### config.mk
export PLATFORM = sky130hd
export DESIGN_NAME = adc_filter_measure_core
export DESIGN_NICKNAME = d
export VERILOG_FILES = /design/src/afm_pkg.sv /design/src/afm_front.sv /design/src/afm_queue.sv /design/src/afm_back.sv /design/src/adc_filter_measure_core.sv
export SDC_FILE = /design/constraint.sdc
export NUM_CORES = 2
export LEC_CHECK = 0
export BUFFER_PORTS_ARGS = -buffer_cell sky130_fd_sc_hd__clkbuf_2
export CAP_MARGIN = 20
export CELL_PAD_IN_SITES_DETAIL_PLACEMENT = 1
export CELL_PAD_IN_SITES_GLOBAL_PLACEMENT = 2
export CORE_MARGIN = 1.5
export CORE_UTILIZATION = 44
export DETAILED_ROUTE_END_ITERATION = 6
export PLACE_DENSITY = 0.92
export SLEW_MARGIN = 20
export SYNTH_ARGS = -nofsm -noshare
export SYNTH_HDL_FRONTEND = slang
export SYNTH_HIERARCHICAL = 1
export SYNTH_SLANG_ARGS = --single-unit
### constraint.sdc
create_clock -name clock -period 11.37 [get_ports clock]
set_clock_uncertainty 0.15 [all_clocks]
set_input_delay 2.8425 -clock clock [delete_from_list [all_inputs] [get_ports clock]]
set_output_delay 2.8425 -clock clock [all_outputs]
set_load 0.1 [all_outputs]
### src/afm_pkg.sv
package afm_pkg;

   localparam int FILTER_SHIFT_DEF = 8;
   localparam int SAMPLE_BITS_DEF  = 10;

   localparam int GAIN_W = 16;
   localparam int MEAS_W = 16;
   localparam int CH_W   = 2;
   localparam int NUM_CH = 4;

   localparam logic [CH_W-1:0] CH_GROUND  = 2'd0;
   localparam logic [CH_W-1:0] CH_CURRENT = 2'd1;
   localparam logic [CH_W-1:0] CH_VOLTAGE = 2'd2;
   localparam logic [CH_W-1:0] CH_TEMP    = 2'd3;

   localparam int REG_IDX_W = 2;
   localparam logic [REG_IDX_W-1:0] REG_VOLTAGE_GAIN = 2'd0;
   localparam logic [REG_IDX_W-1:0] REG_CURRENT_GAIN = 2'd1;

   localparam int MUL_W   = 32;
   localparam int PROD_W  = 2 * MUL_W;
   localparam int RECIP_W = 29;
   // floor(x / 1000) = (x * ceil(2^38 / 1000)) >> 38 for any 32-bit x
   localparam logic [RECIP_W-1:0] SCALE_RECIP = 29'd274877907;
   localparam int RECIP_SHIFT = 38;

   localparam int SAT_W = MUL_W + 1;
   localparam logic [SAT_W-1:0]  SAT_LIMIT = 33'd65535000;
   localparam logic [MEAS_W-1:0] SAT_VALUE = 16'hFFFF;

   localparam int QUEUE_DEPTH = 4;

   typedef struct packed {
      logic [GAIN_W-1:0] voltage_gain;
      logic [GAIN_W-1:0] current_gain;
   } gain_type;

endpackage

### src/afm_front.sv
module afm_front #(
   parameter int FILTER_SHIFT = afm_pkg::FILTER_SHIFT_DEF,
   parameter int SAMPLE_BITS  = afm_pkg::SAMPLE_BITS_DEF,
   parameter int ENTRY_W      = 3 * SAMPLE_BITS + afm_pkg::CH_W + 1
) (
   input  logic                   clock,
   input  logic                   reset,
   input  logic                   in_valid,
   output logic                   in_ready,
   input  logic [SAMPLE_BITS-1:0] in_code,
   output logic                   out_valid,
   input  logic                   out_ready,
   output logic [ENTRY_W-1:0]     out_entry
);

   localparam int ACC_W = SAMPLE_BITS + FILTER_SHIFT;
   localparam logic [ACC_W:0] ROUND = (ACC_W + 1)'(1) << (FILTER_SHIFT - 1);

   logic [ACC_W-1:0]          acc_ff  [afm_pkg::NUM_CH];
   logic [SAMPLE_BITS-1:0]    filt_ff [afm_pkg::NUM_CH];
   logic [afm_pkg::CH_W-1:0]  chan_ff;
   logic [afm_pkg::CH_W-1:0]  chan_in;

   logic [ACC_W-1:0]       acc_cur;
   logic [ACC_W:0]         acc_round;
   logic [SAMPLE_BITS:0]   filt_wide;
   logic [SAMPLE_BITS-1:0] filt;
   logic [ACC_W-1:0]       acc_in;
   logic [SAMPLE_BITS-1:0] icode;
   logic [SAMPLE_BITS-1:0] vcode;
   logic                   done;
   logic                   fire;

   assign in_ready  = out_ready;
   assign out_valid = in_valid;
   assign fire      = in_valid && out_ready;

   always_comb begin
      acc_cur   = acc_ff[chan_ff];
      acc_round = {1'b0, acc_cur} + ROUND;
      filt_wide = acc_round[ACC_W:FILTER_SHIFT];
      filt      = filt_wide[SAMPLE_BITS] ? '1 : filt_wide[SAMPLE_BITS-1:0];
      acc_in    = acc_cur + ACC_W'(in_code) - ACC_W'(filt);
      chan_in   = chan_ff + afm_pkg::CH_W'(1);
      done      = (chan_ff == afm_pkg::CH_TEMP);
      // ground offset removed, floored at zero
      icode = (filt_ff[afm_pkg::CH_GROUND] > filt_ff[afm_pkg::CH_CURRENT]) ? '0 :
              filt_ff[afm_pkg::CH_CURRENT] - filt_ff[afm_pkg::CH_GROUND];
      vcode = (filt_ff[afm_pkg::CH_GROUND] > filt_ff[afm_pkg::CH_VOLTAGE]) ? '0 :
              filt_ff[afm_pkg::CH_VOLTAGE] - filt_ff[afm_pkg::CH_GROUND];
      out_entry = {vcode, icode, done, filt, chan_ff};
   end

   always_ff @(posedge clock) begin
      if (reset) begin
         chan_ff <= '0;
         for (int i = 0; i < afm_pkg::NUM_CH; i++) begin
            acc_ff[i]  <= '0;
            filt_ff[i] <= '0;
         end
      end else if (fire) begin
         chan_ff          <= chan_in;
         acc_ff[chan_ff]  <= acc_in;
         filt_ff[chan_ff] <= filt;
      end
   end

endmodule

### src/afm_queue.sv
module afm_queue #(
   parameter int WIDTH = 8,
   parameter int DEPTH = afm_pkg::QUEUE_DEPTH
) (
   input  logic             clock,
   input  logic             reset,
   input  logic             in_valid,
   output logic             in_ready,
   input  logic [WIDTH-1:0] in_data,
   output logic             out_valid,
   input  logic             out_ready,
   output logic [WIDTH-1:0] out_data
);

   localparam int PTR_W = (DEPTH > 1) ? $clog2(DEPTH) : 1;
   localparam int CNT_W = $clog2(DEPTH + 1);
   localparam logic [CNT_W-1:0] FULL = CNT_W'(DEPTH);
   localparam logic [PTR_W-1:0] LAST = PTR_W'(DEPTH - 1);

   logic [WIDTH-1:0] mem [DEPTH];
   logic [PTR_W-1:0] wr_ptr_ff;
   logic [PTR_W-1:0] rd_ptr_ff;
   logic [CNT_W-1:0] count_ff;
   logic             push;
   logic             pop;

   assign in_ready  = (count_ff != FULL);
   assign out_valid = (count_ff != '0);
   assign out_data  = mem[rd_ptr_ff];
   assign push      = in_valid && in_ready;
   assign pop       = out_valid && out_ready;

   always_ff @(posedge clock) begin
      if (push) begin
         mem[wr_ptr_ff] <= in_data;
      end
   end

   always_ff @(posedge clock) begin
      if (reset) begin
         wr_ptr_ff <= '0;
         rd_ptr_ff <= '0;
         count_ff  <= '0;
      end else begin
         if (push) begin
            wr_ptr_ff <= (wr_ptr_ff == LAST) ? '0 : wr_ptr_ff + PTR_W'(1);
         end
         if (pop) begin
            rd_ptr_ff <= (rd_ptr_ff == LAST) ? '0 : rd_ptr_ff + PTR_W'(1);
         end
         if (push && !pop) begin
            count_ff <= count_ff + CNT_W'(1);
         end else if (pop && !push) begin
            count_ff <= count_ff - CNT_W'(1);
         end
      end
   end

endmodule

### src/afm_back.sv
module afm_back #(
   parameter int SAMPLE_BITS = afm_pkg::SAMPLE_BITS_DEF,
   parameter int ENTRY_W     = 3 * SAMPLE_BITS + afm_pkg::CH_W + 1,
   parameter int RSP_W       = ((2 * SAMPLE_BITS + 3 * afm_pkg::MEAS_W + 7) / 8) * 8
) (
   input  logic                      clock,
   input  logic                      reset,
   input  afm_pkg::gain_type         gains,
   input  logic                      in_valid,
   output logic                      in_ready,
   input  logic [ENTRY_W-1:0]        in_entry,
   output logic                      out_valid,
   input  logic                      out_ready,
   output logic [RSP_W-1:0]          out_data,
   output logic [afm_pkg::CH_W-1:0]  out_user,
   output logic                      out_last
);

   localparam int MW = afm_pkg::MEAS_W;

   typedef enum logic [3:0] {
      ST_IDLE, ST_VMUL, ST_VDIV, ST_IMUL, ST_IDIV, ST_PSEL, ST_PMUL, ST_PDIV, ST_DONE
   } state_type;

   state_type state_ff;

   logic [afm_pkg::CH_W-1:0] e_ch;
   logic [SAMPLE_BITS-1:0]   e_filt;
   logic                     e_done;
   logic [SAMPLE_BITS-1:0]   e_icode;
   logic [SAMPLE_BITS-1:0]   e_vcode;

   logic [afm_pkg::CH_W-1:0] w_ch_ff;
   logic [SAMPLE_BITS-1:0]   w_filt_ff;
   logic [SAMPLE_BITS-1:0]   w_icode_ff;
   logic [SAMPLE_BITS-1:0]   w_vcode_ff;
   logic [MW-1:0]            volt_ff;
   logic [MW-1:0]            curr_ff;
   logic                     sat_ff;
   logic [afm_pkg::PROD_W-1:0] prod_ff;

   logic                     out_valid_ff;
   logic [afm_pkg::CH_W-1:0] out_ch_ff;
   logic [SAMPLE_BITS-1:0]   out_filt_ff;
   logic                     out_last_ff;
   logic [MW-1:0]            out_volt_ff;
   logic [MW-1:0]            out_curr_ff;
   logic [MW-1:0]            out_pow_ff;
   logic [SAMPLE_BITS-1:0]   out_temp_ff;

   logic [afm_pkg::MUL_W-1:0]  mul_a;
   logic [afm_pkg::MUL_W-1:0]  mul_b;
   logic [afm_pkg::GAIN_W-1:0] sat_gain;
   logic                       sat;
   logic [MW-1:0]              quot;
   logic                       out_free;
   logic                       out_load;

   assign {e_vcode, e_icode, e_done, e_filt, e_ch} = in_entry;

   assign out_free  = !out_valid_ff || out_ready;
   assign in_ready  = (state_ff == ST_IDLE) && out_free;
   assign out_load  = ((state_ff == ST_IDLE) && in_valid && out_free && !e_done) ||
                      ((state_ff == ST_DONE) && out_free);
   assign quot      = prod_ff[afm_pkg::RECIP_SHIFT +: MW];
   assign out_valid = out_valid_ff;
   assign out_user  = out_ch_ff;
   assign out_last  = out_last_ff;
   assign out_data  = RSP_W'({out_temp_ff, out_pow_ff, out_curr_ff, out_volt_ff, out_filt_ff});

   always_comb begin
      mul_a    = '0;
      mul_b    = '0;
      sat_gain = gains.voltage_gain;
      unique case (state_ff)
         ST_VMUL: begin
            mul_a = afm_pkg::MUL_W'(w_vcode_ff);
            mul_b = afm_pkg::MUL_W'(gains.voltage_gain);
         end
         ST_IMUL: begin
            mul_a = afm_pkg::MUL_W'(w_icode_ff);
            mul_b = afm_pkg::MUL_W'(gains.current_gain);
         end
         ST_PMUL: begin
            mul_a = afm_pkg::MUL_W'(volt_ff);
            mul_b = afm_pkg::MUL_W'(curr_ff);
         end
         ST_VDIV, ST_IDIV, ST_PDIV: begin
            mul_a = prod_ff[afm_pkg::MUL_W-1:0];
            mul_b = afm_pkg::MUL_W'(afm_pkg::SCALE_RECIP);
            if (state_ff == ST_IDIV) begin
               sat_gain = gains.current_gain;
            end
         end
         default: begin
         end
      endcase
      // (code + 1) * gain above the limit, or no gain set
      sat = (sat_gain == '0) ||
            (({1'b0, prod_ff[afm_pkg::MUL_W-1:0]} + afm_pkg::SAT_W'(sat_gain))
             > afm_pkg::SAT_LIMIT);
   end

   always_ff @(posedge clock) begin
      prod_ff <= mul_a * mul_b;
      if (reset) begin
         state_ff     <= ST_IDLE;
         out_valid_ff <= 1'b0;
      end else begin
         if (out_ready && !out_load) begin
            out_valid_ff <= 1'b0;
         end
         unique case (state_ff)
            ST_IDLE: begin
               if (in_valid && out_free) begin
                  w_ch_ff    <= e_ch;
                  w_filt_ff  <= e_filt;
                  w_icode_ff <= e_icode;
                  w_vcode_ff <= e_vcode;
                  if (e_done) begin
                     state_ff <= ST_VMUL;
                  end else begin
                     out_valid_ff <= 1'b1;
                     out_ch_ff    <= e_ch;
                     out_filt_ff  <= e_filt;
                     out_last_ff  <= 1'b0;
                     out_volt_ff  <= '0;
                     out_curr_ff  <= '0;
                     out_pow_ff   <= '0;
                     out_temp_ff  <= '0;
                  end
               end
            end
            ST_VMUL: state_ff <= ST_VDIV;
            ST_VDIV: begin
               sat_ff   <= sat;
               state_ff <= ST_IMUL;
            end
            ST_IMUL: begin
               volt_ff  <= sat_ff ? afm_pkg::SAT_VALUE : quot;
               state_ff <= ST_IDIV;
            end
            ST_IDIV: begin
               sat_ff   <= sat;
               state_ff <= ST_PSEL;
            end
            ST_PSEL: begin
               curr_ff  <= sat_ff ? afm_pkg::SAT_VALUE : quot;
               state_ff <= ST_PMUL;
            end
            ST_PMUL: state_ff <= ST_PDIV;
            ST_PDIV: state_ff <= ST_DONE;
            ST_DONE: begin
               if (out_free) begin
                  out_valid_ff <= 1'b1;
                  out_ch_ff    <= w_ch_ff;
                  out_filt_ff  <= w_filt_ff;
                  out_last_ff  <= 1'b1;
                  out_volt_ff  <= volt_ff;
                  out_curr_ff  <= curr_ff;
                  out_pow_ff   <= quot;
                  out_temp_ff  <= w_filt_ff;
                  state_ff     <= ST_IDLE;
               end
            end
            default: state_ff <= ST_IDLE;
         endcase
      end
   end

endmodule

### src/adc_filter_measure_core.sv
// the result word for channels 0..2 is registered at the output after passing the queue; the
//    temperature word, which closes the frame, first runs VMUL, VDIV, IMUL, IDIV, PSEL, PMUL, PDIV, DONE
// throughput: one word a cycle into the 4-entry queue while it has room; the back end takes
//    filter-only words while its output is free and no new word while the temperature word is on the shared multiplier
// reset: synchronous, clears channel counter, filters, gains, queue and output
module adc_filter_measure_core #(
   parameter int FILTER_SHIFT = afm_pkg::FILTER_SHIFT_DEF,
   parameter int SAMPLE_BITS  = afm_pkg::SAMPLE_BITS_DEF,
   parameter int REQ_W        = ((SAMPLE_BITS + 7) / 8) * 8,
   parameter int RSP_W        = ((2 * SAMPLE_BITS + 3 * afm_pkg::MEAS_W + 7) / 8) * 8
) (
   input  logic                            clock,
   input  logic                            reset,
   input  logic                            req_tvalid,
   output logic                            req_tready,
   // sample_code
   input  logic [REQ_W-1:0]                req_tdata,
   output logic                            rsp_tvalid,
   input  logic                            rsp_tready,
   // filtered_code, volt_reading, curr_reading, power_reading, temperature_code
   output logic [RSP_W-1:0]                rsp_tdata,
   // channel_index
   output logic [afm_pkg::CH_W-1:0]        rsp_tuser,
   // frame_done
   output logic                            rsp_tlast,
   input  logic                            csr_we,
   input  logic [afm_pkg::REG_IDX_W-1:0]   csr_index,
   input  logic [afm_pkg::GAIN_W-1:0]      csr_wdata
);

   localparam int ENTRY_W = 3 * SAMPLE_BITS + afm_pkg::CH_W + 1;

   afm_pkg::gain_type gain_ff;

   logic               fq_valid;
   logic               fq_ready;
   logic [ENTRY_W-1:0] fq_entry;
   logic               qb_valid;
   logic               qb_ready;
   logic [ENTRY_W-1:0] qb_entry;

   always_ff @(posedge clock) begin
      if (reset) begin
         gain_ff <= '0;
      end else if (csr_we) begin
         unique case (csr_index)
            afm_pkg::REG_VOLTAGE_GAIN: gain_ff.voltage_gain <= csr_wdata;
            afm_pkg::REG_CURRENT_GAIN: gain_ff.current_gain <= csr_wdata;
            default: begin
            end
         endcase
      end
   end

   afm_front #(
      .FILTER_SHIFT (FILTER_SHIFT),
      .SAMPLE_BITS  (SAMPLE_BITS),
      .ENTRY_W      (ENTRY_W)
   ) u_front (
      .clock     (clock),
      .reset     (reset),
      .in_valid  (req_tvalid),
      .in_ready  (req_tready),
      .in_code   (req_tdata[SAMPLE_BITS-1:0]),
      .out_valid (fq_valid),
      .out_ready (fq_ready),
      .out_entry (fq_entry)
   );

   afm_queue #(
      .WIDTH (ENTRY_W),
      .DEPTH (afm_pkg::QUEUE_DEPTH)
   ) u_queue (
      .clock     (clock),
      .reset     (reset),
      .in_valid  (fq_valid),
      .in_ready  (fq_ready),
      .in_data   (fq_entry),
      .out_valid (qb_valid),
      .out_ready (qb_ready),
      .out_data  (qb_entry)
   );

   afm_back #(
      .SAMPLE_BITS (SAMPLE_BITS),
      .ENTRY_W     (ENTRY_W),
      .RSP_W       (RSP_W)
   ) u_back (
      .clock     (clock),
      .reset     (reset),
      .gains     (gain_ff),
      .in_valid  (qb_valid),
      .in_ready  (qb_ready),
      .in_entry  (qb_entry),
      .out_valid (rsp_tvalid),
      .out_ready (rsp_tready),
      .out_data  (rsp_tdata),
      .out_user  (rsp_tuser),
      .out_last  (rsp_tlast)
   );

endmodule

==> metrics <==
global route overflow 0; CTS buffer count between 40 and 50; syn avg cell area 10.7 um^2; die width between 300 and 400 um; warnings from Yosys 6; Port Buffers between 100 and 150; initial antenna violation count 15; clock insertion delay at the later pin of the skew report just over 0.6 ns; final setup fails 0; WP data required about 12 ns; Hold WC Path Type reg2reg; most used cell, CP fa_1; Slew Viols, Final 0; Mapped Cells 4054; CTS tree built; setup bufs post-CTS 0; Via Count 30022; Clock Path Buffers 3; worst relative slew slack 0.228; layout cell share with drive strength beyond 1 0.0962; IO Pins 116; clk root buf clkbuf_16; WP buf/inv 5; EDFF count, synth 370; crit path kind reg2reg; CTS resizes 0; Final period util 0.908; crit path max-delay cell type nor2b_2; post-synth top area share 0.257; P&R area growth vs syn 9.18%; Slew @ Worst Pin 1.16 ns; fmax 96.9 MHz; Die Span Y 316 um; drt initial violations about 1900; status finished, final reports clean; top_reg_cell synth edfxtp_1; first-pass GRT wire length between 150000 and 200000 um; Worst EP arrival 10.66 ns; Final ANT Viol Nets 0; starting density of the core 0.445; Routed WL between 100000 and 150000 um; TritonCTS Sinks 468; H-tree lvl count 2; gpl congestion just under 0.9; Distinct cells, synth 89; CP Capture Type flip-flop; startpoint class of the critical path flip-flop; Crit path largest cell delay between 0.9 and 1 ns; Min Hold Slack about 0.36 ns; part of the Yosys area used for sequential elements 0.303; die area around 0.1 mm^2; Synth async-reset ratio 0; CP delay by family, top adder cells; layout net count just over 5000; gr usage total 0.264; Core ar. 0.0970 mm^2; Worst-path clk slew about 0.070 ns; WL/cell about 23 um; MaxCap Viol Count 0; Site Rows 114; post-detail-place hpwl 99300 um; cell area after synthesis 0.0432 mm^2; cell taking the most area after synthesis edfxtp_1; Period minus WS final ~10 ns; most common cell in the netlist inv_1; largest net degree at the start of global routing between 70 and 80; r2r setup slk between 1 and 1.5 ns; Post-route DRC 0; unrepaired setup endpoints after global routing no; vias in the first global route about 33000; Synth top cells by count inv_1 (892), fa_1 (535), ha_1 (406), nor2_1 (375), edfxtp_1 (370); Hold-fix buffers, CTS 0; top cells by area, synth edfxtp_1 (26%), fa_1 (25%), ha_1 (12%), inv_1 (7.8%), dfxtp_1 (4.5%); total iterations of the first detailed-routing run 5; Fin Setup TNS 0 ns; Final Hold Fails 0; Worst Path Max Fanout 26; FF+latch count, synth ~470; Vias per Instance between 5 and 6
registers in the layout (all words and copies together) (netlist names), 16 cells and up, named ones only:
register and flops:
u_back/out_curr_ff 16, u_back/prod_ff 48, u_back/volt_ff 16, u_back/out_pow_ff 16, u_front/filt_ff 30, u_queue/mem 132
u_back/out_volt_ff 16, gain_ff 32, u_front/acc_ff 72, u_back/curr_ff 16
final timing paths:
check,endpoint,cells after the start,startpoint
worst min-delay path,gain_ff[3]$_SDFFE_PP0P_,2,gain_ff[3]$_SDFFE_PP0P_
worst max register to register,u_back/prod_ff[53]$_DFF_P_,27,u_back/state_ff[3]$_SDFFE_PP0P_
worst max-delay path,u_back/prod_ff[53]$_DFF_P_,27,u_back/state_ff[3]$_SDFFE_PP0P_
worst min register to register,gain_ff[3]$_SDFFE_PP0P_,2,gain_ff[3]$_SDFFE_PP0P_
layer usage:
layer,track usage,share of wire,vias up
li1,-,-,13333
met1,0.341,0.41,15565
met2,0.454,0.50,893
met3,0.0411,0.061,229
met4,0.0878,0.035,2
met5,0,0.00010,-
worst reg2reg max path: cells and delay by family, from the launching register on:
kind | cells | cell delay, ns
compound gates | 5 | 2.28
xor+xnor | 1 | 0.17
simple gates | 7 | 2.16
buf+inv | 5 | 0.47
fa+ha+maj | 9 | 4.35
flops | 1 | 0.65
cell usage in the layout (no fill, tap or decap), types with 19 or more instances in the layout:
cell type  Yosys  layout
nor3_1        39      35
clkbuf_16      0      48
a21o_1        46      46
nand4_1       32      32
and3_1        75      75
buf_4         13      58
nand2b_1      71      71
clkbuf_2       3     105
xor2_1        32      32
fa_1         535     535
a211oi_1      19      19
inv_1        892     892
nand3_1       37      37
nor2_1       375     374
mux4_2        51      51
a21oi_1      103     101
xnor2_1       54      54
ha_1         406     406
or2_2         43      43
o21ai_0       74      74
edfxtp_1     370     370
and2_1        82      82
conb_1         2     116
mux2i_1       37      37
dfxtp_1       98      96
nand2_1      124     124
mux2_2        30      30
through the flow:
stage / std cells / cell area (um^2) / worst slack, ns / utilization
global route: 5529 / 47100 / 0.825 / 0.486
detailed placement: 5441 / 45500 / 1.41 / 0.469
CTS: 5528 / 47100 / 1.26 / 0.486
finish: 5531 / 47100 / 1.05 / 0.486
global placement: 5441 / 45500 / 1.53 / 0.469
floorplan: 4168 / 43600 / 2.73 / -
cell families (layout without fill, tap and decap cells):
group | count (synthesis) | in the layout | synth area share
compound gates | 405 | 405 | 0.0636
xor+xnor | 86 | 86 | 0.0174
fa+ha+maj | 941 | 941 | 0.366
buf+inv | 1059 | 1144 | 0.0941
flops | 468 | 468 | 0.303
mux | 118 | 118 | 0.0430
other cells | 2 | 118 | 0.000174
simple gates | 975 | 975 | 0.113
layout make-up:
class,count,area (um^2)
clock buffer,60,1280
multi-input combinational,2641,26500
timing repair buffer,165,996
fill,10673,49900
clock inverter,27,309
inverter,892,3350
sequential,468,13100
antenna,2,5.00
tap,1276,1600
Power is left out: the tool's default activity adds up to more than one toggle a clock period on the data nets, which glitch-free logic cannot reach.
